## config.mk

```make
export PLATFORM = sky130hd
export DESIGN_NAME = autoscaled_sparkline_plotter_flat
export DESIGN_NICKNAME = d
export VERILOG_FILES = /design/src/rtl/asp_pkg.sv /design/src/rtl/asp_if.sv /design/src/rtl/autoscaled_sparkline_plotter.sv /design/src/rtl/asp_ram.sv /design/src/rtl/asp_front.sv /design/src/rtl/asp_queue.sv /design/src/rtl/asp_back.sv /design/src/flat_wrapper.sv
export SDC_FILE = /design/constraint.sdc
export NUM_CORES = 2
export LEC_CHECK = 0
export ABC_AREA = 1
export BUFFER_PORTS_ARGS = -buffer_cell sky130_fd_sc_hd__buf_2
export CORE_ASPECT_RATIO = 0.8
export CORE_UTILIZATION = 45
export CTS_CLUSTER_DIAMETER = 150
export DETAILED_ROUTE_END_ITERATION = 16
export SLEW_MARGIN = 5
export SYNTH_ARGS = -nofsm -noshare
export SYNTH_HDL_FRONTEND = slang
export SYNTH_SLANG_ARGS = --single-unit
```

## constraint.sdc

```tcl
create_clock -name i_clk -period 9.7 [get_ports i_clk]
set_clock_uncertainty 0.05 [all_clocks]
set_input_delay 0.485 -clock i_clk [delete_from_list [all_inputs] [get_ports i_clk]]
set_output_delay 0.485 -clock i_clk [all_outputs]
set_load 0.02 [all_outputs]
```

## src/rtl/asp_pkg.sv

```systemverilog
// Shared constants, codes and types for the sparkline plotter.
package asp_pkg;

    localparam int COLUMNS = 128;
    localparam int AW      = $clog2(COLUMNS);
    localparam int QDEPTH  = 4;
    localparam int QAW     = $clog2(QDEPTH);

    localparam logic [AW-1:0] LAST_POS    = AW'(COLUMNS - 1);
    localparam logic [8:0]    COLUMNS_W   = 9'(COLUMNS);
    localparam logic [7:0]    WINDOW_ROWS = 8'd40;
    localparam logic [7:0]    TOP_OFFSET  = 8'd39;
    localparam logic [7:0]    TOP_MASK    = 8'h80;
    localparam logic [2:0]    BOTTOM_PAGE = 3'd7;

    localparam logic OP_LOAD     = 1'b0;
    localparam logic OP_RENDER   = 1'b1;
    localparam logic KIND_SHIFT  = 1'b0;
    localparam logic KIND_PIXEL  = 1'b1;

    typedef struct packed {
        logic          op;
        logic [7:0]    sample;
        logic [6:0]    column;
        logic [AW-1:0] addr;
        logic          col_ok;
    } t_cmd;

endpackage

```

## src/rtl/asp_if.sv

```systemverilog
// Valid/ready channel interfaces for input and result words.
interface asp_in_if;
    logic       valid;
    logic       ready;
    logic       mode;
    logic [7:0] sample;
    logic [6:0] column;

    modport source (output valid, output mode, output sample, output column, input ready);
    modport sink   (input valid, input mode, input sample, input column, output ready);
endinterface

interface asp_out_if;
    logic       valid;
    logic       ready;
    logic       kind;
    logic [7:0] shift;
    logic [6:0] column_out;
    logic [2:0] page;
    logic [7:0] pixel_mask;
    logic       visible;

    modport source (output valid, output kind, output shift, output column_out,
                    output page, output pixel_mask, output visible, input ready);
    modport sink   (input valid, input kind, input shift, input column_out,
                    input page, input pixel_mask, input visible, output ready);
endinterface

```

## src/rtl/autoscaled_sparkline_plotter.sv

```systemverilog
// Top level of the autoscaled sparkline plotter.
// Load words (mode 0) fill a frame of COLUMNS samples in order; the last one
// returns a shift report. Render words (mode 1) after a full frame return one
// pixel result each; renders while no full frame is held (before the first, or
// once a new frame has begun loading) return nothing. Sustained rate is one
// word per cycle while results are taken, set by the single back-end stage that
// does one sample-store write or read per cycle. A taken word passes through the
// front register, the queue, the store read and the output register. The sample
// store needs no clearing after reset.
module autoscaled_sparkline_plotter (
    input  logic      i_clk,
    input  logic      i_rst_n,
    asp_in_if.sink    i_in,
    asp_out_if.source o_out
);
    import asp_pkg::*;

    logic f_valid;
    logic f_ready;
    t_cmd f_cmd;
    logic q_valid;
    logic q_ready;
    t_cmd q_cmd;

    asp_front u_front (
        .i_clk   (i_clk),
        .i_rst_n (i_rst_n),
        .i_in    (i_in),
        .o_valid (f_valid),
        .i_ready (f_ready),
        .o_cmd   (f_cmd)
    );

    asp_queue u_queue (
        .i_clk   (i_clk),
        .i_rst_n (i_rst_n),
        .i_valid (f_valid),
        .o_ready (f_ready),
        .i_cmd   (f_cmd),
        .o_valid (q_valid),
        .i_ready (q_ready),
        .o_cmd   (q_cmd)
    );

    asp_back u_back (
        .i_clk   (i_clk),
        .i_rst_n (i_rst_n),
        .i_valid (q_valid),
        .o_ready (q_ready),
        .i_cmd   (q_cmd),
        .o_out   (o_out)
    );
endmodule

```

## src/rtl/asp_ram.sv

```systemverilog
// Generic single-write, single-read RAM with registered read data.
module asp_ram #(
    parameter int W = 8,
    parameter int D = 128
) (
    input  logic                 i_clk,
    input  logic                 i_we,
    input  logic [$clog2(D)-1:0] i_waddr,
    input  logic [W-1:0]         i_wdata,
    input  logic                 i_re,
    input  logic [$clog2(D)-1:0] i_raddr,
    output logic [W-1:0]         o_rdata
);
    logic [W-1:0] r_mem [D];
    logic [W-1:0] r_rdata;

    always_ff @(posedge i_clk) begin
        if (i_we) begin
            r_mem[i_waddr] <= i_wdata;
        end
        if (i_re) begin
            r_rdata <= r_mem[i_raddr];
        end
    end

    assign o_rdata = r_rdata;
endmodule

```

## src/rtl/asp_front.sv

```systemverilog
// Front end: takes input words, classifies them and decodes the column.
module asp_front (
    input  logic            i_clk,
    input  logic            i_rst_n,
    asp_in_if.sink          i_in,
    output logic            o_valid,
    input  logic            i_ready,
    output asp_pkg::t_cmd   o_cmd
);
    import asp_pkg::*;

    logic       r_v;
    t_cmd       r_cmd;
    t_cmd       n_cmd;
    logic [8:0] col_w;

    assign i_in.ready = !r_v || i_ready;
    assign col_w      = 9'(i_in.column);

    always_comb begin
        n_cmd.op     = i_in.mode ? OP_RENDER : OP_LOAD;
        n_cmd.sample = i_in.sample;
        n_cmd.column = i_in.column;
        n_cmd.addr   = col_w[AW-1:0];
        n_cmd.col_ok = col_w < COLUMNS_W;
    end

    always_ff @(posedge i_clk) begin
        if (!i_rst_n) begin
            r_v <= 1'b0;
        end else if (i_in.ready) begin
            r_v <= i_in.valid;
        end
        if (i_in.valid && i_in.ready) begin
            r_cmd <= n_cmd;
        end
    end

    assign o_valid = r_v;
    assign o_cmd   = r_cmd;
endmodule

```

## src/rtl/asp_queue.sv

```systemverilog
// Short command queue between front and back end.
module asp_queue (
    input  logic            i_clk,
    input  logic            i_rst_n,
    input  logic            i_valid,
    output logic            o_ready,
    input  asp_pkg::t_cmd   i_cmd,
    output logic            o_valid,
    input  logic            i_ready,
    output asp_pkg::t_cmd   o_cmd
);
    import asp_pkg::*;

    t_cmd           r_mem [QDEPTH];
    logic [QAW-1:0] r_wp;
    logic [QAW-1:0] r_rp;
    logic [QAW:0]   r_cnt;
    logic           push;
    logic           pop;

    assign o_ready = r_cnt != (QAW+1)'(QDEPTH);
    assign o_valid = r_cnt != '0;
    assign push    = i_valid && o_ready;
    assign pop     = o_valid && i_ready;
    assign o_cmd   = r_mem[r_rp];

    always_ff @(posedge i_clk) begin
        if (!i_rst_n) begin
            r_wp  <= '0;
            r_rp  <= '0;
            r_cnt <= '0;
        end else begin
            if (push) begin
                r_wp <= r_wp + 1'b1;
            end
            if (pop) begin
                r_rp <= r_rp + 1'b1;
            end
            if (push && !pop) begin
                r_cnt <= r_cnt + 1'b1;
            end else if (pop && !push) begin
                r_cnt <= r_cnt - 1'b1;
            end
        end
        if (push) begin
            r_mem[r_wp] <= i_cmd;
        end
    end
endmodule

```

## src/rtl/asp_back.sv

```systemverilog
// Back end: min/max tracking, sample store, shift report and pixel results.
module asp_back (
    input  logic            i_clk,
    input  logic            i_rst_n,
    input  logic            i_valid,
    output logic            o_ready,
    input  asp_pkg::t_cmd   i_cmd,
    asp_out_if.source       o_out
);
    import asp_pkg::*;

    logic [AW-1:0] r_load_count;
    logic [7:0]    r_max;
    logic [7:0]    r_min;
    logic [7:0]    r_scale_shift;
    logic          r_frame_ready;

    logic          r_s2_v;
    logic          r_s2_kind;
    logic [7:0]    r_s2_shift;
    logic [6:0]    r_s2_col;
    logic          r_s2_col_ok;

    logic          r_out_v;
    logic          r_out_kind;
    logic [7:0]    r_out_shift;
    logic [6:0]    r_out_col;
    logic [2:0]    r_out_page;
    logic [7:0]    r_out_mask;
    logic          r_out_vis;

    logic          s2_adv;
    logic          pop;
    logic          do_load;
    logic          do_render;
    logic          pos0;
    logic          last;
    logic [7:0]    n_max;
    logic [7:0]    n_min;
    logic          spread_ok;
    logic          closer_hi;
    logic [7:0]    n_shift;
    logic [7:0]    rdata;
    logic [7:0]    y;
    logic          vis;

    assign s2_adv    = !r_out_v || o_out.ready;
    assign o_ready   = !r_s2_v || s2_adv;
    assign pop       = i_valid && o_ready;
    assign do_load   = pop && (i_cmd.op == OP_LOAD);
    assign do_render = pop && (i_cmd.op == OP_RENDER) && r_frame_ready;
    assign pos0      = r_load_count == '0;
    assign last      = r_load_count == LAST_POS;

    always_comb begin
        n_max = r_max;
        n_min = r_min;
        if (pos0) begin
            n_max = i_cmd.sample;
            n_min = i_cmd.sample;
        end else if (i_cmd.sample > r_max) begin
            n_max = i_cmd.sample;
        end else if (i_cmd.sample != 8'd0 && i_cmd.sample < r_min) begin
            n_min = i_cmd.sample;
        end
        spread_ok = 10'(n_max) >= 10'(n_min) + 10'(WINDOW_ROWS);
        closer_hi = {1'b0, i_cmd.sample, 1'b0} > 10'(n_max) + 10'(n_min);
        n_shift   = (spread_ok && closer_hi) ? n_max - TOP_OFFSET : n_min;
    end

    asp_ram #(.W(8), .D(COLUMNS)) u_store (
        .i_clk   (i_clk),
        .i_we    (do_load),
        .i_waddr (r_load_count),
        .i_wdata (i_cmd.sample),
        .i_re    (do_render),
        .i_raddr (i_cmd.addr),
        .o_rdata (rdata)
    );

    always_ff @(posedge i_clk) begin
        if (!i_rst_n) begin
            r_load_count  <= '0;
            r_max         <= '0;
            r_min         <= '0;
            r_scale_shift <= '0;
            r_frame_ready <= 1'b0;
        end else if (do_load) begin
            r_max <= n_max;
            r_min <= n_min;
            if (last) begin
                r_load_count  <= '0;
                r_frame_ready <= 1'b1;
                r_scale_shift <= n_shift;
            end else begin
                r_load_count <= r_load_count + 1'b1;
                if (pos0) begin
                    r_frame_ready <= 1'b0;
                end
            end
        end
    end

    // stage 2 waits on the registered store read
    always_ff @(posedge i_clk) begin
        if (!i_rst_n) begin
            r_s2_v <= 1'b0;
        end else if (o_ready) begin
            r_s2_v <= (do_load && last) || do_render;
        end
        if (do_load && last) begin
            r_s2_kind   <= KIND_SHIFT;
            r_s2_shift  <= n_shift;
            r_s2_col    <= '0;
            r_s2_col_ok <= 1'b0;
        end else if (do_render) begin
            r_s2_kind   <= KIND_PIXEL;
            r_s2_shift  <= r_scale_shift;
            r_s2_col    <= i_cmd.column;
            r_s2_col_ok <= i_cmd.col_ok;
        end
    end

    assign y   = rdata - r_s2_shift;
    assign vis = (r_s2_kind == KIND_PIXEL) && r_s2_col_ok && (y < WINDOW_ROWS);

    always_ff @(posedge i_clk) begin
        if (!i_rst_n) begin
            r_out_v <= 1'b0;
        end else if (s2_adv) begin
            r_out_v <= r_s2_v;
        end
        if (s2_adv && r_s2_v) begin
            r_out_kind  <= r_s2_kind;
            r_out_shift <= r_s2_shift;
            r_out_col   <= r_s2_col;
            r_out_vis   <= vis;
            r_out_page  <= vis ? BOTTOM_PAGE - y[5:3] : 3'd0;
            r_out_mask  <= vis ? TOP_MASK >> y[2:0] : 8'd0;
        end
    end

    assign o_out.valid      = r_out_v;
    assign o_out.kind       = r_out_kind;
    assign o_out.shift      = r_out_shift;
    assign o_out.column_out = r_out_col;
    assign o_out.page       = r_out_page;
    assign o_out.pixel_mask = r_out_mask;
    assign o_out.visible    = r_out_vis;

    a_minmax: assert property (@(posedge i_clk) disable iff (!i_rst_n)
        (r_load_count != '0) |-> (r_min <= r_max))
        else $error("running min above running max");

    a_report_ready: assert property (@(posedge i_clk) disable iff (!i_rst_n)
        (r_s2_v && r_s2_kind == KIND_SHIFT) |-> r_frame_ready)
        else $error("shift report without completed frame");

    a_vis_shape: assert property (@(posedge i_clk) disable iff (!i_rst_n)
        (r_out_v && r_out_vis) |-> ($onehot(r_out_mask) && r_out_page >= 3'd3
                                    && r_out_kind == KIND_PIXEL))
        else $error("visible pixel with bad page or mask");

    a_invis_zero: assert property (@(posedge i_clk) disable iff (!i_rst_n)
        (r_out_v && !r_out_vis) |-> (r_out_mask == 8'd0 && r_out_page == 3'd0))
        else $error("invisible result with nonzero page or mask");

    a_render_gated: assert property (@(posedge i_clk) disable iff (!i_rst_n)
        do_render |=> (r_s2_v && r_s2_kind == KIND_PIXEL))
        else $error("render word lost before stage 2");
endmodule
```

## src/flat_wrapper.sv

```systemverilog
// flat-port wrapper written by rule: the top's interface ports become plain ports
module autoscaled_sparkline_plotter_flat import asp_pkg::*;
  (i_clk, i_rst_n, i_in_valid, i_in_mode, i_in_sample, i_in_column, i_in_ready, o_out_valid, o_out_kind, o_out_shift, o_out_column_out, o_out_page, o_out_pixel_mask, o_out_visible, o_out_ready);
  asp_in_if i_in_i ();
  asp_out_if o_out_i ();
  input  logic i_clk;
  input  logic i_rst_n;
  input wire logic [$bits(i_in_i.valid)-1:0] i_in_valid;
  input wire logic [$bits(i_in_i.mode)-1:0] i_in_mode;
  input wire logic [$bits(i_in_i.sample)-1:0] i_in_sample;
  input wire logic [$bits(i_in_i.column)-1:0] i_in_column;
  output wire logic [$bits(i_in_i.ready)-1:0] i_in_ready;
  output wire logic [$bits(o_out_i.valid)-1:0] o_out_valid;
  output wire logic [$bits(o_out_i.kind)-1:0] o_out_kind;
  output wire logic [$bits(o_out_i.shift)-1:0] o_out_shift;
  output wire logic [$bits(o_out_i.column_out)-1:0] o_out_column_out;
  output wire logic [$bits(o_out_i.page)-1:0] o_out_page;
  output wire logic [$bits(o_out_i.pixel_mask)-1:0] o_out_pixel_mask;
  output wire logic [$bits(o_out_i.visible)-1:0] o_out_visible;
  input wire logic [$bits(o_out_i.ready)-1:0] o_out_ready;
  assign i_in_i.valid = i_in_valid;
  assign i_in_i.mode = i_in_mode;
  assign i_in_i.sample = i_in_sample;
  assign i_in_i.column = i_in_column;
  assign i_in_ready = i_in_i.ready;
  assign o_out_valid = o_out_i.valid;
  assign o_out_kind = o_out_i.kind;
  assign o_out_shift = o_out_i.shift;
  assign o_out_column_out = o_out_i.column_out;
  assign o_out_page = o_out_i.page;
  assign o_out_pixel_mask = o_out_i.pixel_mask;
  assign o_out_visible = o_out_i.visible;
  assign o_out_i.ready = o_out_ready;
  autoscaled_sparkline_plotter u_core (.i_clk(i_clk), .i_rst_n(i_rst_n), .i_in(i_in_i), .o_out(o_out_i));
endmodule
```

* Yosys cells after proc, flatten, opt, wreduce, memory -nomap -nowiden
Memories as Yosys holds them, arrays and structs flattened. A register that Yosys moved wholly into a read port is not among the register bits.
Index checks and enable logic that the tools add are counted.
** Word-level totals
- Register bits :: 104
- RAM bits :: 1120
- Input port bits :: 20
- Output and inout port bits :: 30
- Logic and storage cells :: 98
- Memories :: 2
** Operators by class
- $add $sub $neg :: 10
- $lt $le $gt $ge :: 6
- Equality and inequality tests :: 2
- Shift-type cells :: 1
- Muxes and demuxes :: 20
- Bitwise operators :: 1
- Reductions and logical operators :: 31
** Memories
- u_core.u_back.u_store.r_mem :: depth 128, bits a word 8, rd ports 1, clocked after memory_dff 1, write ports 1, line asp_ram.sv:14 : logic [W-1:0] r_mem [D];
- u_core.u_queue.r_mem :: depth 4, bits a word 24, rd ports 1, clocked after memory_dff 1, write ports 1, line asp_queue.sv:14 : t_cmd r_mem [QDEPTH];
** Operators with widths (count)
- 8-bit 2-to-1 mux :: 8
- 1-bit logical AND :: 14
- 8-bit by 6-bit adder with 9-bit output (second input constant) :: 1
- 8-bit by 8-bit adder with 9-bit output :: 1
- 8-bit by 9-bit greater-or-equal comparator with 1-bit output :: 1
- 9-bit greater-than comparator :: 1
- 8-bit greater-than comparator :: 1
- 7-bit by 8-bit less-than comparator with 1-bit output (second input constant) :: 1
- 8-bit by 6-bit less-than comparator with 1-bit output (second input constant) :: 1
- 8-bit less-than comparator :: 1
- 8-bit nonzero test :: 1
- 8-bit by 3-bit >> shifter with 8-bit output (first input constant) :: 1
- 8-bit by 6-bit subtractor with 8-bit output (second input constant) :: 1
- 8-bit subtractor :: 1
- 7-bit by 1-bit adder with 7-bit output (second input constant) :: 1
- 7-bit equality test (second input constant) :: 1
- 7-bit zero test :: 1
- 1-bit 2-to-1 mux :: 7
- 7-bit 2-to-1 mux :: 1
- 3-bit 2-to-1 mux :: 2
- 2-bit nonzero test :: 3
- 1-bit zero test :: 5
- 2-bit by 1-bit adder with 2-bit output (second input constant) :: 2
- 1-bit logical OR :: 4
- 8 further kinds :: 10

* Depth between registers and ports, before layout
- Word-level depth :: 10
- Mapped depth :: 43
- Mapped depth without buffers :: 40

* Hierarchy
A second synthesis with hierarchy kept.
** Second synthesis, totals
- Cell total of the unflattened synthesis :: 4503
- Area total of the unflattened synthesis :: 51833.5 um^2
** Modules (own cells, without submodules)
- asp_ram :: instances 1, cells an instance 3575, area each 42184.2 um^2, sequential area each 30989.7 um^2
- asp_back :: instances 1, cells an instance 596, area each 4834.6 um^2, sequential area each 1941.9 um^2
- asp_queue :: instances 1, cells an instance 300, area each 4219.0 um^2, sequential area each 3062.9 um^2
- asp_front :: instances 1, cells an instance 32, area each 595.6 um^2, sequential area each 500.5 um^2

* Worst setup path before layout
Ideal clock, no wire load.
- Kind :: reg2reg
- Start :: register with a tool-made name
- End :: register u_core.u_back.r_s2_shift[6] (data pin)
- Library setup time :: 253 ps
- Data arrival time :: 6384 ps
- Data required time :: 9397 ps
- Setup slack :: 3012 ps
- Stages on the path, launching flop included :: 39
- Buffers on the path :: 3
- Period minus slack after synthesis :: 6688 ps
- Cell sequence :: dfxtp_1 > inv_2 > buf_2 > nand2_1 > nand3_1 > nand2_1 > inv_1 > ha_1 > a21o_1 > a21oi_1 > nand2_1 > nand2_1 > nand2_1 > nor2_1 > nand2_2 > nand2_2 > buf_6 > nand2_1 > (+3 left out) > o21bai_1 > a21oi_1 > o21bai_1 > a21oi_1 > o21ai_0 > xnor2_1 > ha_1 > nand2_1 > nor2_1 > nand2_1 > o211ai_1 > and3_1 > buf_1 > nand2_4 > inv_2 > nand2_1 > nand2_1 > nand2_1
** RTL lines
- end signal, assigned :: line asp_back.sv:113 : r_s2_shift <= n_shift;
- end signal, assigned :: line asp_back.sv:118 : r_s2_shift <= r_scale_shift;
- end, declared :: line asp_back.sv:20 : logic [7:0] r_s2_shift;

==> impl_metrics.tcl <==
set metrics [dict create \
    finalHoldViolations 0 \
    ys_async_sr_fraction_pct 0 \
    detail-route-antenna-nets 0 \
    cts_made_buffers 114 \
    drive_gt1_share_pct 10.1 \
    grt_pass1_vias 29237 \
    rows 108 \
    hold_class "input port to register" \
    grt_overflow 0 \
    avgViaCountPerCell 5.71 \
    route.detailed.drc 0 \
    swShare_pct 40.7 \
    setup_ws_ns 2.72 \
    syn_nets 3976 \
    cp.arrival_ns 7.39 \
    port_buffers 49 \
    finalCritPeriodShare_pct 71.9 \
    stdcell_count 5403 \
    cts_root_buf "clkbuf_16" \
    timing_worst_setup_path_type "register to register" \
    diodes 0 \
    p_per_area_mw_per_mm2 345 \
    ir_worst_vdd_uv 258 \
    multi_input_area_sq_mm 0.0122 \
    rsz0062_at_grt "no" \
    cpPeakStageDelay_ns 0.66 \
    cts_setup_buffers 0 \
    crit_path_start_kind "register" \
    synth_warnings 0 \
    die_area_sq_mm 0.111 \
    ys_top_cells_by_area "edfxtp_1 70%, nor2_1 5.2%, o211ai_1 4.0%, o21ai_0 3.9%, dfxtp_1 2.1%" \
    highest_layer "met4" \
    vias 30837 \
    dp_slack_ns 2.81 \
    crit_path_end_kind "register" \
    crit_buf_inv 4 \
    htree_levels 3 \
    yosysUniqueCellTypes 50 \
    grt_pass1_wl_mm 186 \
    slew_violations 0 \
    path_max_fanout 62 \
    fmax_ghz 0.143 \
    yosys-top-cells-count "1,148 x edfxtp_1, 690 x nor2_1, 386 x o21ai_0" \
    ys.flop_type "edfxtp_1" \
    place_inst 5173 \
    p_seq_share_pct 35.4 \
    dp.final_hpwl_mm 68.3 \
    ios 50 \
    p_switching_mw 7.69 \
    clkSlewWorstSetupHoldPaths_ns 0.06 \
    cp.required_ns 10.12 \
    leakage_nw 18.0 \
    clock_latency_ns 0.72 \
    maxCapViolCount 0 \
    yosysSeqAreaShare_pct 71.8 \
    die_h_microns 298 \
    slew_headroom_pct 18.3 \
    grt_max_degree 194 \
    max_slew.worst_pin.slew_ns 1.22 \
    p_clk_share_pct 23.4 \
    fin_setup_tns_ns 0 \
    detailroute.wirelength.met3_mm 8.90 \
    cp_slowest_cell "dfxtp_1" \
    syn2layout_area_growth_pct 10.8 \
    ys_seq_elements 1200 \
    synth_top_area_share_pct 69.7 \
    power_mw 18.9 \
    core_sq_mm 0.109 \
    regArea_sq_mm 0.0355 \
    crit_top_cell "nand2_1" \
    setup_violations 0 \
    route.met2.wl_mm 53.2 \
    drt-met1-wl_mm 57.6 \
    fin_nets 3953 \
    dr.pass1.iters 5 \
    synth_edf_count 1148 \
    path_delay_family "simple AND/OR/NAND/NOR gates" \
    yosysTopAreaCell "edfxtp_1" \
    synth.most_common_cell "edfxtp_1" \
    cts_resized 0 \
    period_needed_ns 6.98 \
    postCtsHoldBufs 17 \
    dieWidth_microns 373 \
    synth_area_per_cell_sq_um 12.7 \
    first_iter_violations 3436 \
    power.internal_mw 11.2 \
    comb_power_share_pct 41.1 \
    antenna_found_initial 1 \
    synth_area_sq_mm 0.0494 \
    status "finished clean" \
    synth_cells 3899 \
    place_congestion 0.815 \
    cts_sinks 1200 \
    cts_tree "done" \
    cts_buffer_depth 3 \
    track_usage_pct 21.9 \
    holdWs_ns 0.0546 \
    nFillCells 9374 \
    wl_per_cell_microns 22.6 \
    start_util_pct 45.5 \
    routed_wl_mm 122 \
]
worst paths after layout:
| path | from | endpoint | slack, ns | cells after the start |
|---|---|---|---|---|
| max | register | u_core.u_back.r_s2_shift[7]$_DFFE_PP_ | 2.72 | 34 |
| min reg2reg | u_core.u_back.r_s2_col[2]$_SDFFE_PP0P_ | u_core.u_back.o_out.column_out[2]$_DFFE_PP_ | 0.39 | 0 |
| max reg2reg | register | u_core.u_back.r_s2_shift[7]$_DFFE_PP_ | 2.72 | 34 |
| min | o_out_ready | u_core.u_back.o_out.valid$_SDFFE_PN0P_ | 0.05 | 4 |
worst reg2reg max path, delay by kind of cell (launching register included):
| family | cells | cell delay (ns) |
|---|---|---|
| flip-flops | 1 | 0.66 |
| adder cells (fa/ha/maj) | 3 | 1.00 |
| buffers and inverters | 4 | 1.31 |
| AND/OR/NAND/NOR | 17 | 2.17 |
| AO/OA/AOI/OAI | 9 | 1.49 |
| XOR/XNOR | 1 | 0.10 |
through the flow:
stage | cell area [sq um] | utilization [%]
after floorplan | 49400 | -
after global placement | 50900 | 46.8
after detailed placement | 50900 | 46.8
after CTS | 54800 | 50.4
after global routing | 54800 | 50.4
final | 54800 | 50.4
layout by cell type, fill, tap and decap left out, types with 5 or more instances in the layout:
cell	synthesis	layout
clkbuf_16	0	117
clkinv_1	1	19
o311ai_0	37	37
dfxtp_1	52	52
o21ai_1	14	14
clkinv_2	0	25
xnor2_1	7	7
or2_2	108	108
a211oi_1	8	8
a31oi_1	8	8
edfxtp_1	1148	1148
o21ai_0	386	386
a21oi_1	64	63
buf_2	81	49
clkinvlp_4	0	6
nor3_1	15	15
xor2_1	12	12
ha_1	54	54
bufinv_16	0	10
buf_12	0	8
buf_4	13	37
nand4_1	8	8
clkbuf_1	148	28
o311ai_1	27	27
nand3_1	144	143
inv_4	0	9
nor2_1	690	690
inv_1	186	175
o211ai_1	266	266
o22ai_1	90	90
nand2_1	252	252
o32ai_1	32	32
o21bai_1	5	5
dlygate4sd3_1	0	17
layer usage:
metal  global-route usage, %  vias to the layer above
li1                        -                    14329
met1                    33.5                    15268
met2                    32.2                     1074
met3                    3.87                      166
met4                    5.43                        0
met5                       0                        -
cell families (layout without fill, tap and decap cells):
kind of cell,Yosys count,count (layout),share of synthesized area [%]
buf+inv,441,515,3.73
fa+ha+maj,57,57,1.49
xor+xnor,19,19,0.337
simple gates,1230,1230,10.5
flops,1200,1200,71.8
compound gates,952,952,12.2
area by class of cell:
| type | instances | area share [%] |
|---|---|---|
| multi-input cells | 2258 | 22.2 |
| well taps | 1430 | 3.27 |
| clock buffers | 147 | 5.59 |
| inverters | 191 | 1.38 |
| clock inverters | 66 | 1.16 |
| repair buffers | 111 | 1.56 |
| flip-flops and latches | 1200 | 64.9 |
power groups by stage:
stage / logic [mW] / registers, mW / clock network (mW)
detailed placement: 7.71 / 6.81 / 0
CTS: 7.74 / 6.69 / 4.49
finish: 7.77 / 6.70 / 4.43
floorplan: 5.14 / 6.86 / 0
global placement: 7.63 / 6.80 / 0
global route: 8.59 / 6.71 / 4.67
sequential cells by signal, indices dropped and copies added (netlist names), named ones only:
name / count
u_core.u_back.r_s2_v: 1
u_core.u_queue.r_cnt: 3
u_core.u_queue.r_wp: 2
u_core.u_queue.r_mem: 64
u_core.u_back.o_out.column_out: 7
u_core.u_front.o_cmd: 16
u_core.u_back.r_max: 8
u_core.u_back.o_out.kind: 1
u_core.u_back.u_store.r_mem: 1024
u_core.u_back.o_out.shift: 8
u_core.u_back.u_store.o_rdata: 8
u_core.u_back.o_out.valid: 1
u_core.u_queue.r_rp: 2
u_core.u_back.o_out.visible: 1
u_core.u_back.r_scale_shift: 8
u_core.u_back.r_s2_col: 7
u_core.u_back.r_s2_kind: 1
u_core.u_back.r_load_count: 7
u_core.u_back.r_s2_shift: 8
u_core.u_back.r_frame_ready: 1
u_core.u_back.r_min: 8
u_core.u_back.o_out.page: 3
u_core.u_back.o_out.pixel_mask: 8
u_core.u_front.o_valid: 1
Note: power is estimated with default switching activity, not from simulation.
